<file path="src/rtl/core/sha1_stream_hasher_macros.svh">
// assertion macros shared by the sha-1 stream hasher
`ifndef SHA1_STREAM_HASHER_MACROS_SVH
`define SHA1_STREAM_HASHER_MACROS_SVH

// same-cycle implication, checked while reset is released
`define SHS_ASSERT_IMPL(label, clk, rst_n, ante, cons) \
    label: assert property (@(posedge clk) disable iff (!(rst_n)) (ante) |-> (cons)) \
        else $error("shs assertion failed");

// next-cycle implication, checked while reset is released
`define SHS_ASSERT_NEXT(label, clk, rst_n, ante, cons) \
    label: assert property (@(posedge clk) disable iff (!(rst_n)) (ante) |=> (cons)) \
        else $error("shs assertion failed");

`endif

</file>
<file path="src/rtl/core/shs_pkg.sv">
// types, constants and round functions of the sha-1 stream hasher
package shs_pkg;

    typedef logic [31:0]      t_word;
    typedef logic [4:0][31:0] t_chain;
    typedef logic [6:0]       t_round;

    localparam t_chain INIT_CHAIN = {
        32'hC3D2E1F0, 32'h10325476, 32'h98BADCFE, 32'hEFCDAB89, 32'h67452301
    };

    localparam t_word K_00_19 = 32'h5A827999;
    localparam t_word K_20_39 = 32'h6ED9EBA1;
    localparam t_word K_40_59 = 32'h8F1BBCDC;
    localparam t_word K_60_79 = 32'hCA62C1D6;

    localparam t_round LAST_ROUND   = 7'd79;
    localparam t_round SCHED_START  = 7'd16;

    localparam logic       CMD_ABSORB    = 1'b0;
    localparam logic       CMD_FINISH    = 1'b1;
    localparam logic [7:0] PAD_MARK      = 8'h80;
    localparam logic [5:0] LEN_OFFSET    = 6'd56;
    localparam logic [5:0] BLOCK_LAST    = 6'h3F;
    localparam logic [2:0] LAST_LEN_BYTE = 3'd7;
    localparam logic [2:0] LAST_WORD_IDX = 3'd4;

    // status from the round core to the controller
    typedef struct packed {
        logic       done;
        logic [3:0] rd_addr;
    } t_core_stat;

    function automatic t_word round_k(input t_round r);
        t_word k;
        priority if (r < 7'd20) k = K_00_19;
        else if (r < 7'd40)     k = K_20_39;
        else if (r < 7'd60)     k = K_40_59;
        else                    k = K_60_79;
        return k;
    endfunction

    function automatic t_word round_f(input t_round r, input t_word b, input t_word c,
                                      input t_word d);
        t_word f;
        priority if (r < 7'd20) f = (b & c) | (~b & d);
        else if (r < 7'd40)     f = b ^ c ^ d;
        else if (r < 7'd60)     f = (b & c) | (b & d) | (c & d);
        else                    f = b ^ c ^ d;
        return f;
    endfunction

endpackage

</file>
<file path="src/rtl/core/shs_stream_if.sv">
// input and output channel interfaces of the sha-1 stream hasher
interface shs_in_if;
    logic       valid;
    logic       ready;
    logic       command;
    logic [7:0] data_byte;

    modport source (output valid, output command, output data_byte, input ready);
    modport sink   (input valid, input command, input data_byte, output ready);
endinterface

interface shs_out_if;
    logic        valid;
    logic        ready;
    logic [31:0] digest_word;
    logic [2:0]  word_index;
    logic        last_word;

    modport source (output valid, output digest_word, output word_index, output last_word,
                    input ready);
    modport sink   (input valid, input digest_word, input word_index, input last_word,
                    output ready);
endinterface

</file>
<file path="src/rtl/core/shs_block_mem.sv">
// 16 x 32 block buffer with byte writes and a registered word read
module shs_block_mem (
    input  logic               i_clk,
    input  logic               i_wr_en,
    input  logic [5:0]         i_wr_pos,
    input  logic [7:0]         i_wr_byte,
    input  logic [3:0]         i_rd_addr,
    output shs_pkg::t_word     o_rd_data
);

    shs_pkg::t_word r_mem [16];
    shs_pkg::t_word r_rd_data;

    // big-endian: byte lane 0 is the top byte of the word
    always_ff @(posedge i_clk) begin
        if (i_wr_en) begin
            r_mem[i_wr_pos[5:2]][{~i_wr_pos[1:0], 3'b000} +: 8] <= i_wr_byte;
        end
        r_rd_data <= r_mem[i_rd_addr];
    end

    assign o_rd_data = r_rd_data;

endmodule

</file>
<file path="src/rtl/core/shs_round_core.sv">
// one sha-1 round per cycle with a 16-word message schedule window
module shs_round_core (
    input  logic                i_clk,
    input  logic                i_rst_n,
    input  logic                i_start,
    input  shs_pkg::t_chain     i_chain,
    input  shs_pkg::t_word      i_mem_word,
    output shs_pkg::t_chain     o_work,
    output shs_pkg::t_core_stat o_stat
);

    logic             r_run;
    logic             r_done;
    shs_pkg::t_round  r_round;
    shs_pkg::t_chain  r_work;
    shs_pkg::t_word   r_w [16];

    shs_pkg::t_word sched_xor;
    shs_pkg::t_word round_word;
    shs_pkg::t_word temp;

    // r_w[15] is w[i-1], r_w[0] is w[i-16]
    always_comb begin
        sched_xor  = r_w[13] ^ r_w[8] ^ r_w[2] ^ r_w[0];
        round_word = (r_round < shs_pkg::SCHED_START) ? i_mem_word
                                                      : {sched_xor[30:0], sched_xor[31]};
        temp = {r_work[0][26:0], r_work[0][31:27]}
             + shs_pkg::round_f(r_round, r_work[1], r_work[2], r_work[3])
             + r_work[4]
             + shs_pkg::round_k(r_round)
             + round_word;
    end

    always_ff @(posedge i_clk) begin
        if (!i_rst_n) begin
            r_run   <= 1'b0;
            r_done  <= 1'b0;
            r_round <= '0;
        end else begin
            r_done <= 1'b0;
            if (i_start) begin
                r_run   <= 1'b1;
                r_round <= '0;
                r_work  <= i_chain;
            end else if (r_run) begin
                r_work[0] <= temp;
                r_work[1] <= r_work[0];
                r_work[2] <= {r_work[1][1:0], r_work[1][31:2]};
                r_work[3] <= r_work[2];
                r_work[4] <= r_work[3];
                for (int k = 0; k < 15; k++) begin
                    r_w[k] <= r_w[k + 1];
                end
                r_w[15] <= round_word;
                r_round <= r_round + 7'd1;
                if (r_round == shs_pkg::LAST_ROUND) begin
                    r_run  <= 1'b0;
                    r_done <= 1'b1;
                end
            end
        end
    end

    // prefetch the next block word through the buffer's registered read port
    assign o_stat.rd_addr = r_run ? (r_round[3:0] + 4'd1) : 4'd0;
    assign o_stat.done    = r_done;
    assign o_work         = r_work;

endmodule

</file>
<file path="src/rtl/core/sha1_stream_hasher.sv">
// top level of the sha-1 stream hasher: controller, chaining words and digest output
//
// SHA-1 over a byte stream. Each absorb transaction (command 0) writes one byte into
// the 64-byte block buffer. The 64th byte of a block starts the compression: a fetch
// of the first block word, the rounds in the round core at one round per cycle, and
// the chaining update on the core's done cycle, all with the input not ready, so no
// byte is taken while a block is compressed. The absorb rate is set by the single
// round unit and the one read port of the block buffer. A finish transaction
// (command 1) pads internally at one byte per cycle between compressions
// (9 to 72 pad bytes, crossing into a second block when fewer than nine bytes of room
// remain), runs one or two compressions, then offers the five digest words on the
// output channel, word 0 first, with last_word set on word 4. The input stays not ready
// until the fifth word transaction completes; then the chaining words and byte count
// return to their initial values for the next message. The message length field holds
// the full 64-bit bit count (byte count modulo 2^61, times eight).

`include "sha1_stream_hasher_macros.svh"

module sha1_stream_hasher (
    input  logic          i_clk,
    input  logic          i_rst_n,
    shs_in_if.sink        i_in,
    shs_out_if.source     o_out
);

    typedef enum logic [2:0] {
        ST_IDLE,
        ST_PAD,
        ST_PREP,
        ST_COMP,
        ST_OUT
    } t_state;

    typedef enum logic [1:0] {
        PH_MARK,
        PH_ZERO,
        PH_LEN
    } t_pad_phase;

    t_state               r_state;
    t_pad_phase           r_pad_ph;
    logic [60:0]          r_count;
    logic [63:0]          r_len_bits;
    logic [2:0]           r_len_idx;
    logic                 r_finishing;
    logic                 r_pad_done;
    logic [2:0]           r_word_idx;
    shs_pkg::t_chain      r_chain;

    logic                 in_fire;
    logic                 out_fire;
    logic                 wr_en;
    logic [7:0]           wr_byte;
    logic [7:0]           pad_byte;
    logic [5:0]           pos;
    logic [5:0]           pos_next;
    logic                 core_start;
    shs_pkg::t_word       mem_word;
    shs_pkg::t_chain      core_work;
    shs_pkg::t_core_stat  core_stat;

    // handshakes: input only in idle, output only while presenting the digest
    assign i_in.ready  = (r_state == ST_IDLE);
    assign in_fire     = i_in.valid && i_in.ready;
    assign o_out.valid = (r_state == ST_OUT);
    assign out_fire    = o_out.valid && o_out.ready;

    assign o_out.digest_word = r_chain[r_word_idx];
    assign o_out.word_index  = r_word_idx;
    assign o_out.last_word   = (r_word_idx == shs_pkg::LAST_WORD_IDX);

    // next buffer position is the low bits of the byte count
    assign pos      = r_count[5:0];
    assign pos_next = pos + 6'd1;

    // pad byte: the 0x80 mark, zero fill, then the bit length most significant byte first
    always_comb begin
        unique case (r_pad_ph)
            PH_MARK: pad_byte = shs_pkg::PAD_MARK;
            PH_LEN:  pad_byte = r_len_bits[63:56];
            default: pad_byte = 8'h00;
        endcase
    end

    // both message bytes and pad bytes enter the buffer through the same write port
    always_comb begin
        wr_en   = 1'b0;
        wr_byte = i_in.data_byte;
        if (r_state == ST_IDLE) begin
            wr_en = in_fire && (i_in.command == shs_pkg::CMD_ABSORB);
        end else if (r_state == ST_PAD) begin
            wr_en   = 1'b1;
            wr_byte = pad_byte;
        end
    end

    assign core_start = (r_state == ST_PREP);

    shs_block_mem u_mem (
        .i_clk     (i_clk),
        .i_wr_en   (wr_en),
        .i_wr_pos  (pos),
        .i_wr_byte (wr_byte),
        .i_rd_addr (core_stat.rd_addr),
        .o_rd_data (mem_word)
    );

    shs_round_core u_core (
        .i_clk      (i_clk),
        .i_rst_n    (i_rst_n),
        .i_start    (core_start),
        .i_chain    (r_chain),
        .i_mem_word (mem_word),
        .o_work     (core_work),
        .o_stat     (core_stat)
    );

    always_ff @(posedge i_clk) begin
        if (!i_rst_n) begin
            r_state     <= ST_IDLE;
            r_pad_ph    <= PH_MARK;
            r_count     <= '0;
            r_len_idx   <= '0;
            r_finishing <= 1'b0;
            r_pad_done  <= 1'b0;
            r_word_idx  <= '0;
            r_chain     <= shs_pkg::INIT_CHAIN;
        end else begin
            unique case (r_state)
                ST_IDLE: begin
                    if (in_fire) begin
                        if (i_in.command == shs_pkg::CMD_FINISH) begin
                            // latch the bit length before any pad byte is counted
                            r_len_bits  <= {r_count, 3'b000};
                            r_finishing <= 1'b1;
                            r_pad_ph    <= PH_MARK;
                            r_len_idx   <= '0;
                            r_state     <= ST_PAD;
                        end else begin
                            r_count <= r_count + 61'd1;
                            if (pos == shs_pkg::BLOCK_LAST) begin
                                r_state <= ST_PREP;
                            end
                        end
                    end
                end
                ST_PAD: begin
                    r_count <= r_count + 61'd1;
                    if (r_pad_ph == PH_LEN) begin
                        r_len_bits <= {r_len_bits[55:0], 8'h00};
                        r_len_idx  <= r_len_idx + 3'd1;
                        if (r_len_idx == shs_pkg::LAST_LEN_BYTE) begin
                            r_pad_done <= 1'b1;
                        end
                    end else if (pos_next == shs_pkg::LEN_OFFSET) begin
                        r_pad_ph <= PH_LEN;
                    end else begin
                        r_pad_ph <= PH_ZERO;
                    end
                    // the last length byte always lands on the last block position
                    if (pos == shs_pkg::BLOCK_LAST) begin
                        r_state <= ST_PREP;
                    end
                end
                ST_PREP: begin
                    r_state <= ST_COMP;
                end
                ST_COMP: begin
                    if (core_stat.done) begin
                        for (int k = 0; k < 5; k++) begin
                            r_chain[k] <= r_chain[k] + core_work[k];
                        end
                        priority if (r_pad_done) begin
                            r_word_idx <= '0;
                            r_state    <= ST_OUT;
                        end else if (r_finishing) begin
                            r_state <= ST_PAD;
                        end else begin
                            r_state <= ST_IDLE;
                        end
                    end
                end
                ST_OUT: begin
                    if (out_fire) begin
                        if (r_word_idx == shs_pkg::LAST_WORD_IDX) begin
                            // re-initialize for the next message
                            r_chain     <= shs_pkg::INIT_CHAIN;
                            r_count     <= '0;
                            r_finishing <= 1'b0;
                            r_pad_done  <= 1'b0;
                            r_pad_ph    <= PH_MARK;
                            r_state     <= ST_IDLE;
                        end else begin
                            r_word_idx <= r_word_idx + 3'd1;
                        end
                    end
                end
                default: begin
                    r_state <= ST_IDLE;
                end
            endcase
        end
    end

    // input and output channels are never open together
    `SHS_ASSERT_IMPL(a_no_overlap, i_clk, i_rst_n, o_out.valid, !i_in.ready)
    // the round core only finishes while the controller waits for it
    `SHS_ASSERT_IMPL(a_done_in_comp, i_clk, i_rst_n, core_stat.done, r_state == ST_COMP)
    // the final digest transaction leaves a fresh message state
    `SHS_ASSERT_NEXT(a_reinit, i_clk, i_rst_n, out_fire && o_out.last_word,
                     (r_count == 61'd0) && (r_state == ST_IDLE))
    // digest is offered only after the length bytes went into the buffer
    `SHS_ASSERT_IMPL(a_out_after_pad, i_clk, i_rst_n, o_out.valid,
                     r_pad_done && (r_word_idx <= shs_pkg::LAST_WORD_IDX))

endmodule
</file>
<file path="src/flat_wrapper.sv">
// flat-port wrapper written by rule: the top's interface ports become plain ports
module sha1_stream_hasher_flat 
  (i_clk, i_rst_n, i_in_valid, i_in_command, i_in_data_byte, i_in_ready, o_out_valid, o_out_digest_word, o_out_word_index, o_out_last_word, o_out_ready);
  shs_in_if i_in_i ();
  shs_out_if o_out_i ();
  input  logic i_clk;
  input  logic i_rst_n;
  input wire logic [$bits(i_in_i.valid)-1:0] i_in_valid;
  input wire logic [$bits(i_in_i.command)-1:0] i_in_command;
  input wire logic [$bits(i_in_i.data_byte)-1:0] i_in_data_byte;
  output wire logic [$bits(i_in_i.ready)-1:0] i_in_ready;
  output wire logic [$bits(o_out_i.valid)-1:0] o_out_valid;
  output wire logic [$bits(o_out_i.digest_word)-1:0] o_out_digest_word;
  output wire logic [$bits(o_out_i.word_index)-1:0] o_out_word_index;
  output wire logic [$bits(o_out_i.last_word)-1:0] o_out_last_word;
  input wire logic [$bits(o_out_i.ready)-1:0] o_out_ready;
  assign i_in_i.valid = i_in_valid;
  assign i_in_i.command = i_in_command;
  assign i_in_i.data_byte = i_in_data_byte;
  assign i_in_ready = i_in_i.ready;
  assign o_out_valid = o_out_i.valid;
  assign o_out_digest_word = o_out_i.digest_word;
  assign o_out_word_index = o_out_i.word_index;
  assign o_out_last_word = o_out_i.last_word;
  assign o_out_i.ready = o_out_ready;
  sha1_stream_hasher u_core (.i_clk(i_clk), .i_rst_n(i_rst_n), .i_in(i_in_i), .o_out(o_out_i));
endmodule
</file>
<file path="config.mk">
export PLATFORM = sky130hd
export DESIGN_NAME = sha1_stream_hasher_flat
export DESIGN_NICKNAME = d
export VERILOG_FILES = /design/src/rtl/core/shs_pkg.sv /design/src/rtl/core/shs_stream_if.sv /design/src/rtl/core/shs_block_mem.sv /design/src/rtl/core/shs_round_core.sv /design/src/rtl/core/sha1_stream_hasher.sv /design/src/flat_wrapper.sv
export VERILOG_INCLUDE_DIRS = /design/src /design/src/rtl/core
export SDC_FILE = /design/constraint.sdc
export NUM_CORES = 2
export LEC_CHECK = 0
export BUFFER_PORTS_ARGS = -buffer_cell sky130_fd_sc_hd__buf_4
export CAP_MARGIN = 40
export CORE_AREA = 2 2 346 348
export DETAILED_ROUTE_END_ITERATION = 6
export DIE_AREA = 0 0 348 350
export HOLD_SLACK_MARGIN = 0.02
export PLACE_DENSITY = 0.76
export SETUP_SLACK_MARGIN = 0.3
export SLEW_MARGIN = 20
export SYNTH_ARGS = -nofsm -noshare
export SYNTH_HDL_FRONTEND = slang
export SYNTH_SLANG_ARGS = --single-unit
</file>
<file path="constraint.sdc">
create_clock -name i_clk -period 33.5 [get_ports i_clk]
set_input_delay 1.675 -clock i_clk [delete_from_list [all_inputs] [get_ports i_clk]]
set_output_delay 1.675 -clock i_clk [all_outputs]
set_load 0.02 [all_outputs]
</file>
* After elaboration in Yosys (flattened, before gate mapping)
Memory sizes are Yosys's and may differ from the RTL's. A register that Yosys moved wholly into a read port is not among the register bits.
Index checks and enable logic that the tools add are counted.
** Word-level totals
- Input port bits :: 13
- Bits in writable memories :: 1024
- Register bits :: 467
- Memories kept :: 2
** Memory list
- u_core.u_core.r_w :: words 16, width 32, read ports 16, clocked after memory_dff 0, write ports 16, line shs_round_core.sv:16 : shs_pkg::t_word r_w [16];
- u_core.u_mem.r_mem :: words 16, width 32, read ports 1, clocked after memory_dff 1, write ports 1, line shs_block_mem.sv:11 : shs_pkg::t_word r_mem [16];
** Operators by class
- Muxes and demuxes :: 73
- Reductions and logical operators :: 23
- Equality and inequality tests :: 21
- $lt $le $gt $ge :: 5
- Bitwise operators :: 17
- Add/subtract/negate cells :: 16
- Shift-type cells :: 2
** Operators with widths (count)
- two-way mux 160 bit :: 5
- one-hot mux 160 bit (2 select lines) :: 1
- adder 32 bit :: 9
- two-way mux 32 bit :: 8
- two-way mux 61 bit :: 4
- two-way mux 64 bit :: 3
- one-hot mux 61 bit (3 select lines) :: 1
- XOR 32 bit :: 5
- AND 32 bit :: 4
- one-hot mux 64 bit (2 select lines) :: 1
- binary-select mux 32 bit (select 3 bit) :: 1
- bitwise OR 32 bit :: 3
- adder 61 x 1 -> 61 bit, second input constant :: 1
- two-way mux 3 bit :: 14
- NOT 32 bit :: 1
- variable shift 8 x 7 -> 32 bit, first input constant :: 1
- indexed part select 8 x 7 -> 32 bit :: 1
- two-way mux 31 bit :: 1
- AND reduction 5 bit :: 5
- two-way mux 1 bit :: 18
- != test 2 bit, second input constant :: 9
- two-way mux 8 bit :: 2
- one-hot mux 8 bit (2 select lines) :: 1
- one-hot mux 3 bit (5 select lines) :: 1
- other kinds (32) :: 57

* Logic depth before layout (Yosys ltp)
- Word-level depth :: 12
- Mapped depth :: 23
- Depth with buffers taken out :: 21

* By module
A second synthesis with hierarchy kept.
** Second synthesis, totals
- Cells, all modules :: 5060
- Area total of the unflattened synthesis :: 69332.7 um^2
** Modules (own cells, without submodules)
- shs_round_core :: sequential area each 20359.5 um^2, area an instance 29251.8 um^2, times used 1, cells an instance 1802
- shs_block_mem :: sequential area each 16015.4 um^2, area an instance 20409.6 um^2, times used 1, cells an instance 952
- sha1_stream_hasher :: sequential area each 6516.2 um^2, area an instance 19671.4 um^2, times used 1, cells an instance 2306

* Worst setup path after synthesis
No wires, ideal clock.
- Path kind :: in2reg
- Start :: input port i_rst_n
- End :: register u_core.u_core.r_done
- Setup slack :: 18.494 ns
- Data arrival time :: 14.867 ns
- Required time :: 33.361 ns
- Stages on the path :: 4
- Path buffers :: 2
- Library setup time :: 0.139 ns
- Cell sequence :: clkbuf_1 -> clkbuf_1 -> and3_1 -> and2_1
** Between the ends
- Cells in the longest elaborated chain, start to end :: 2
** Ends and longest elaborated chain
- start: declaration :: line flat_wrapper.sv:7 : input logic i_rst_n;
- NOT 1 bit (no source line)
- OR reduction 3 bit (no source line)
- end signal: assignment :: line shs_round_core.sv:37 : r_done <= 1'b0;
- end signal: assignment :: line shs_round_core.sv:40 : r_done <= 1'b0;
- end signal: assignment :: line shs_round_core.sv:58 : r_done <= 1'b1;
- end: declaration :: line shs_round_core.sv:13 : logic r_done;
Every way passes these cells.
A chain may end at the register's enable or synchronous reset.

* Worst setup path after layout
- Start :: register u_core.u_core.r_round[3]
- End :: register u_core.u_core.r_work, in the netlist u_core.u_core.o_work[31] (data pin)
** Between the ends
- Cells in the longest elaborated chain, start to end :: 10
- Elaborated cells on any way between the ends :: 17
- Those cells by class :: 4 x add/sub; 4 x order compare; 9 x mux
** Ends and longest elaborated chain
- start: declaration :: line shs_round_core.sv:14 : shs_pkg::t_round r_round;
- start signal: assignment :: line shs_round_core.sv:55 : r_round <= r_round + 7'd1;
- less-than comparator 7 x 6 -> 1 bit :: line shs_pkg.sv:38, shs_pkg.sv:48
- two-way mux 32 bit :: line shs_pkg.sv:48 : else if (r < 7'd60) f = (b & c) | (b & d) | (c & d);
- two-way mux 32 bit :: line shs_pkg.sv:47 : else if (r < 7'd40) f = b ^ c ^ d;
- two-way mux 32 bit :: line shs_pkg.sv:46 : priority if (r < 7'd20) f = (b & c) | (~b & d);
- adder 32 bit :: line shs_round_core.sv:28 : + shs_pkg::round_f(r_round, r_work[1], r_work[2], r_work[3])
- adder 32 bit :: line shs_round_core.sv:29 : + r_work[4]
- adder 32 bit :: line shs_round_core.sv:30 : + shs_pkg::round_k(r_round)
- adder 32 bit * :: line shs_round_core.sv:31 : + round_word;
- two-way mux 160 bit * :: line shs_round_core.sv:45 : end else if (r_run) begin
- two-way mux 160 bit * :: line shs_round_core.sv:41 : if (i_start) begin
- end signal: assignment :: line shs_round_core.sv:44 : r_work <= i_chain;
- end: declaration :: line shs_round_core.sv:15 : shs_pkg::t_chain r_work;
Every way passes the cells marked *; elsewhere a longest branch is shown, timed or not. The select of a mux whose other input is x is not followed.

==> reports/results.ini <==
[cts]
ctsHoldBuffers=0
clockRootBuffer=clkbuf_16
worstSkewPairLatency_ps=800
clkTransAtPathRegs_ps=60
cts_buffers=156
htreeDepth=4
cts_max_path_buffers=3
cts_resized=0
cts_num_sinks=1520
post_cts_buffers=0
tritoncts=built

[floorplanning]
start_util_pct=59.8
die_h_um=350
die_area_um2=122000
die_w_um=348
rows=126
pin_count=51
coreArea_um2=118000

[yosys]
yosysSeqAreaShare_pct=60.9
synth_cell_types=87
yosys_warnings=0
synth.avg_cell_area_um2=11.9
synth_nets=6267
syn_inst=5927
synth-seq-cells=1520
synth_edf_count=1245
postSynth.asyncResetShare_pct=0
ys.flop_type=edfxtp_1
synthesis.area_um2=70400

[global_routing]
overflow=0
track_usage_pct=28.9
grt_max_degree=211
antenna_found_initial=2
first_global_vias=45500
grt_pass1_wl_mm=268

[run]
drv_cap=0

[sta]
final.setup_skew_ps=33.9
rsz0062_at_grt=no
timing.fmax_mhz=131
worst_pin_slew_ps=1330
hold_viol=0
relSlewSlack_pct=11.3
setup_viol=0
period_minus_slack_ps=7610
setup_tns_ps=0
fin_crit_sh_pct=22.7
maxSlewViolCount=0

[route]
drt-initial-drc-count=5158
route.detailed.wl_per_inst_um=23.0
first_pass_iters=7
detail-route-antenna-nets=0
vias_per_cell=6.16
wirelength_mm=177
drc_errors=1
vias=47200

[place]
io_buffers=50
place_congestion=0.976
hpwl_mm=119

[setup_path]
cp_top_family=compound AO/OA/AOI/OAI gates
worst_setup_path_end_kind=register
crit_chain=and3_1, a21oi_1, inv_1, nor2_2, buf_4, nor2_2, buf_4, inv_1, o221ai_1, fa_1, fa_1, inv_1, ha_1, nand3_1, or3_1, a2111oi_0, a211oi_1, a211oi_1, o221ai_1, a21oi_1, a21oi_1, xnor2_1, o21ai_0
crit_path_top_delay_cell=a2111oi_0
slowest_delay_ps=700
critPathArrivalTime_ps=8100
worst-endpoint-required_ps=33990
cp_max_fo=23
crit_type=register to register
critPathLaunchType=register
crit_buf_inv=5

[cells_and_area]
drive_gt1_share_pct=8.23
nets=6339
area_delta_synth_final_pct=11.1

[power]
p_per_area_nw_per_um2=50.0
total_power_mw=3.91
ir_drop_v=0.0000523
p_leak_nw=28.8

[status]
violations=design-rule violations
outcome=finished with violations

[worst_hold_path]
hold_class=register to register

## flip-flops by register name, indices dropped and copies added, names as in the netlist, 2 cells and up
signal / cells
u_core.u_core.r_w: 512
u_core.u_mem.r_mem: 512
u_core.r_chain: 160
u_core.u_core.o_work: 160
u_core.r_count: 61
u_core.r_len_bits: 61
u_core.u_mem.o_rd_data: 32
u_core.u_core.r_round: 7
u_core.o_out.word_index: 3
u_core.r_len_idx: 3
u_core.r_state: 3
u_core.r_pad_ph: 2
## kinds of logic after synthesis
group,count (synthesis),synth area share (%)
buf+inv,572,3.10
fa+ha+maj,327,7.14
compound gates,1235,11.4
flops,1520,60.9
mux,73,1.66
xor+xnor,304,3.78
simple gates,1896,12.0
## cells in the mapped netlist (182+ instances only)
master,n,area (µm²)
edfxtp_1,1245,37400
nand2_1,1027,3850
nor2_1,333,1250
inv_1,297,1110
o21ai_0,289,1450
dfxtp_1,275,5510
a21oi_1,267,1340
clkbuf_1,237,890
ha_1,202,2530
xnor2_1,192,1680
nor2b_1,191,1190
a211oi_1,182,1370
## layout by cell type (no fill, tap or decap), types with 16 or more instances in the layout
cell type and instances:
edfxtp_1 1245, nand2_1 1021, nor2_1 328, inv_1 297, o21ai_0 289, dfxtp_1 272, a21oi_1 267, ha_1 202
xnor2_1 192, nor2b_1 188, a211oi_1 182, buf_4 167, clkbuf_16 158, fa_1 125, xor2_1 112, nand3_1 79
a31oi_1 77, a21o_1 76, nor3_1 64, a311oi_1 64, o21a_1 58, clkbuf_1 42, mux2i_1 36, mux4_2 35
nand2b_1 33, and2_1 29, a22oi_1 27, or3_1 24, a21boi_0 24, nand4_1 24, clkbuf_8 24, o22ai_1 23
and3_1 22, clkinv_1 22, clkinv_2 20, o221ai_1 17, a221o_1 16, o21bai_1 16
## final timing paths
| path | cells after the start | slack, ps | startpoint | end |
|---|---|---|---|---|
| hold / removal | 0 | 400 | u_core.u_core.r_w[1][123] | u_core.u_core.r_w[1][91] |
| setup / recovery | 23 | 25890 | u_core.u_core.r_round[3] | u_core.u_core.o_work[31] |
| hold reg to reg | 0 | 400 | u_core.u_core.r_w[1][123] | u_core.u_core.r_w[1][91] |
| setup reg to reg | 23 | 25890 | u_core.u_core.r_round[3] | u_core.u_core.o_work[31] |
## final cells by class
class / instances / area, µm²
Sequential cell: 1520 / 42900
Fill cell: 8413 / 39600
Multi-Input combinational cell: 3835 / 25400
Clock buffer: 224 / 4440
Tap cell: 1536 / 1920
Timing Repair Buffer: 187 / 1680
Inverter: 299 / 1120
Clock inverter: 69 / 686
Antenna cell: 1 / 2.50
## metal layers
metal / vias up / global-route usage, % / share of wire [%] / wire length, µm
met2: 2127 / 45.4 / 46 / 81800
met3: 514 / 4.83 / 7.5 / 13300
met4: 2 / 15.4 / 5.6 / 9850
met1: 23100 / 38.9 / 41 / 71600
met5: - / 0 / 0.0091 / 16
li1: 21500 / - / - / -
## report_power, final
part           internal [mW]  switching, mW
Clock                  0.979          0.748
Combinational         0.0431         0.0860
Sequential              2.05        0.00389
Total                   3.07          0.838
## per-stage QoR
step / hold WS (ps) / worst slack, ps / area, µm² / std cells / util, %
after floorplan: 400 / 18490 / 70400 / 5927 / -
after global placement: 401 / 26370 / 72200 / 7297 / 61.3
after detailed placement: 405 / 26180 / 72700 / 7345 / 61.7
after CTS: 404 / 26120 / 77800 / 7638 / 66.1
after global routing: 401 / 25560 / 78200 / 7670 / 66.4
final: 401 / 25890 / 78200 / 7671 / 66.4
Power figures use the tool's default switching activity.
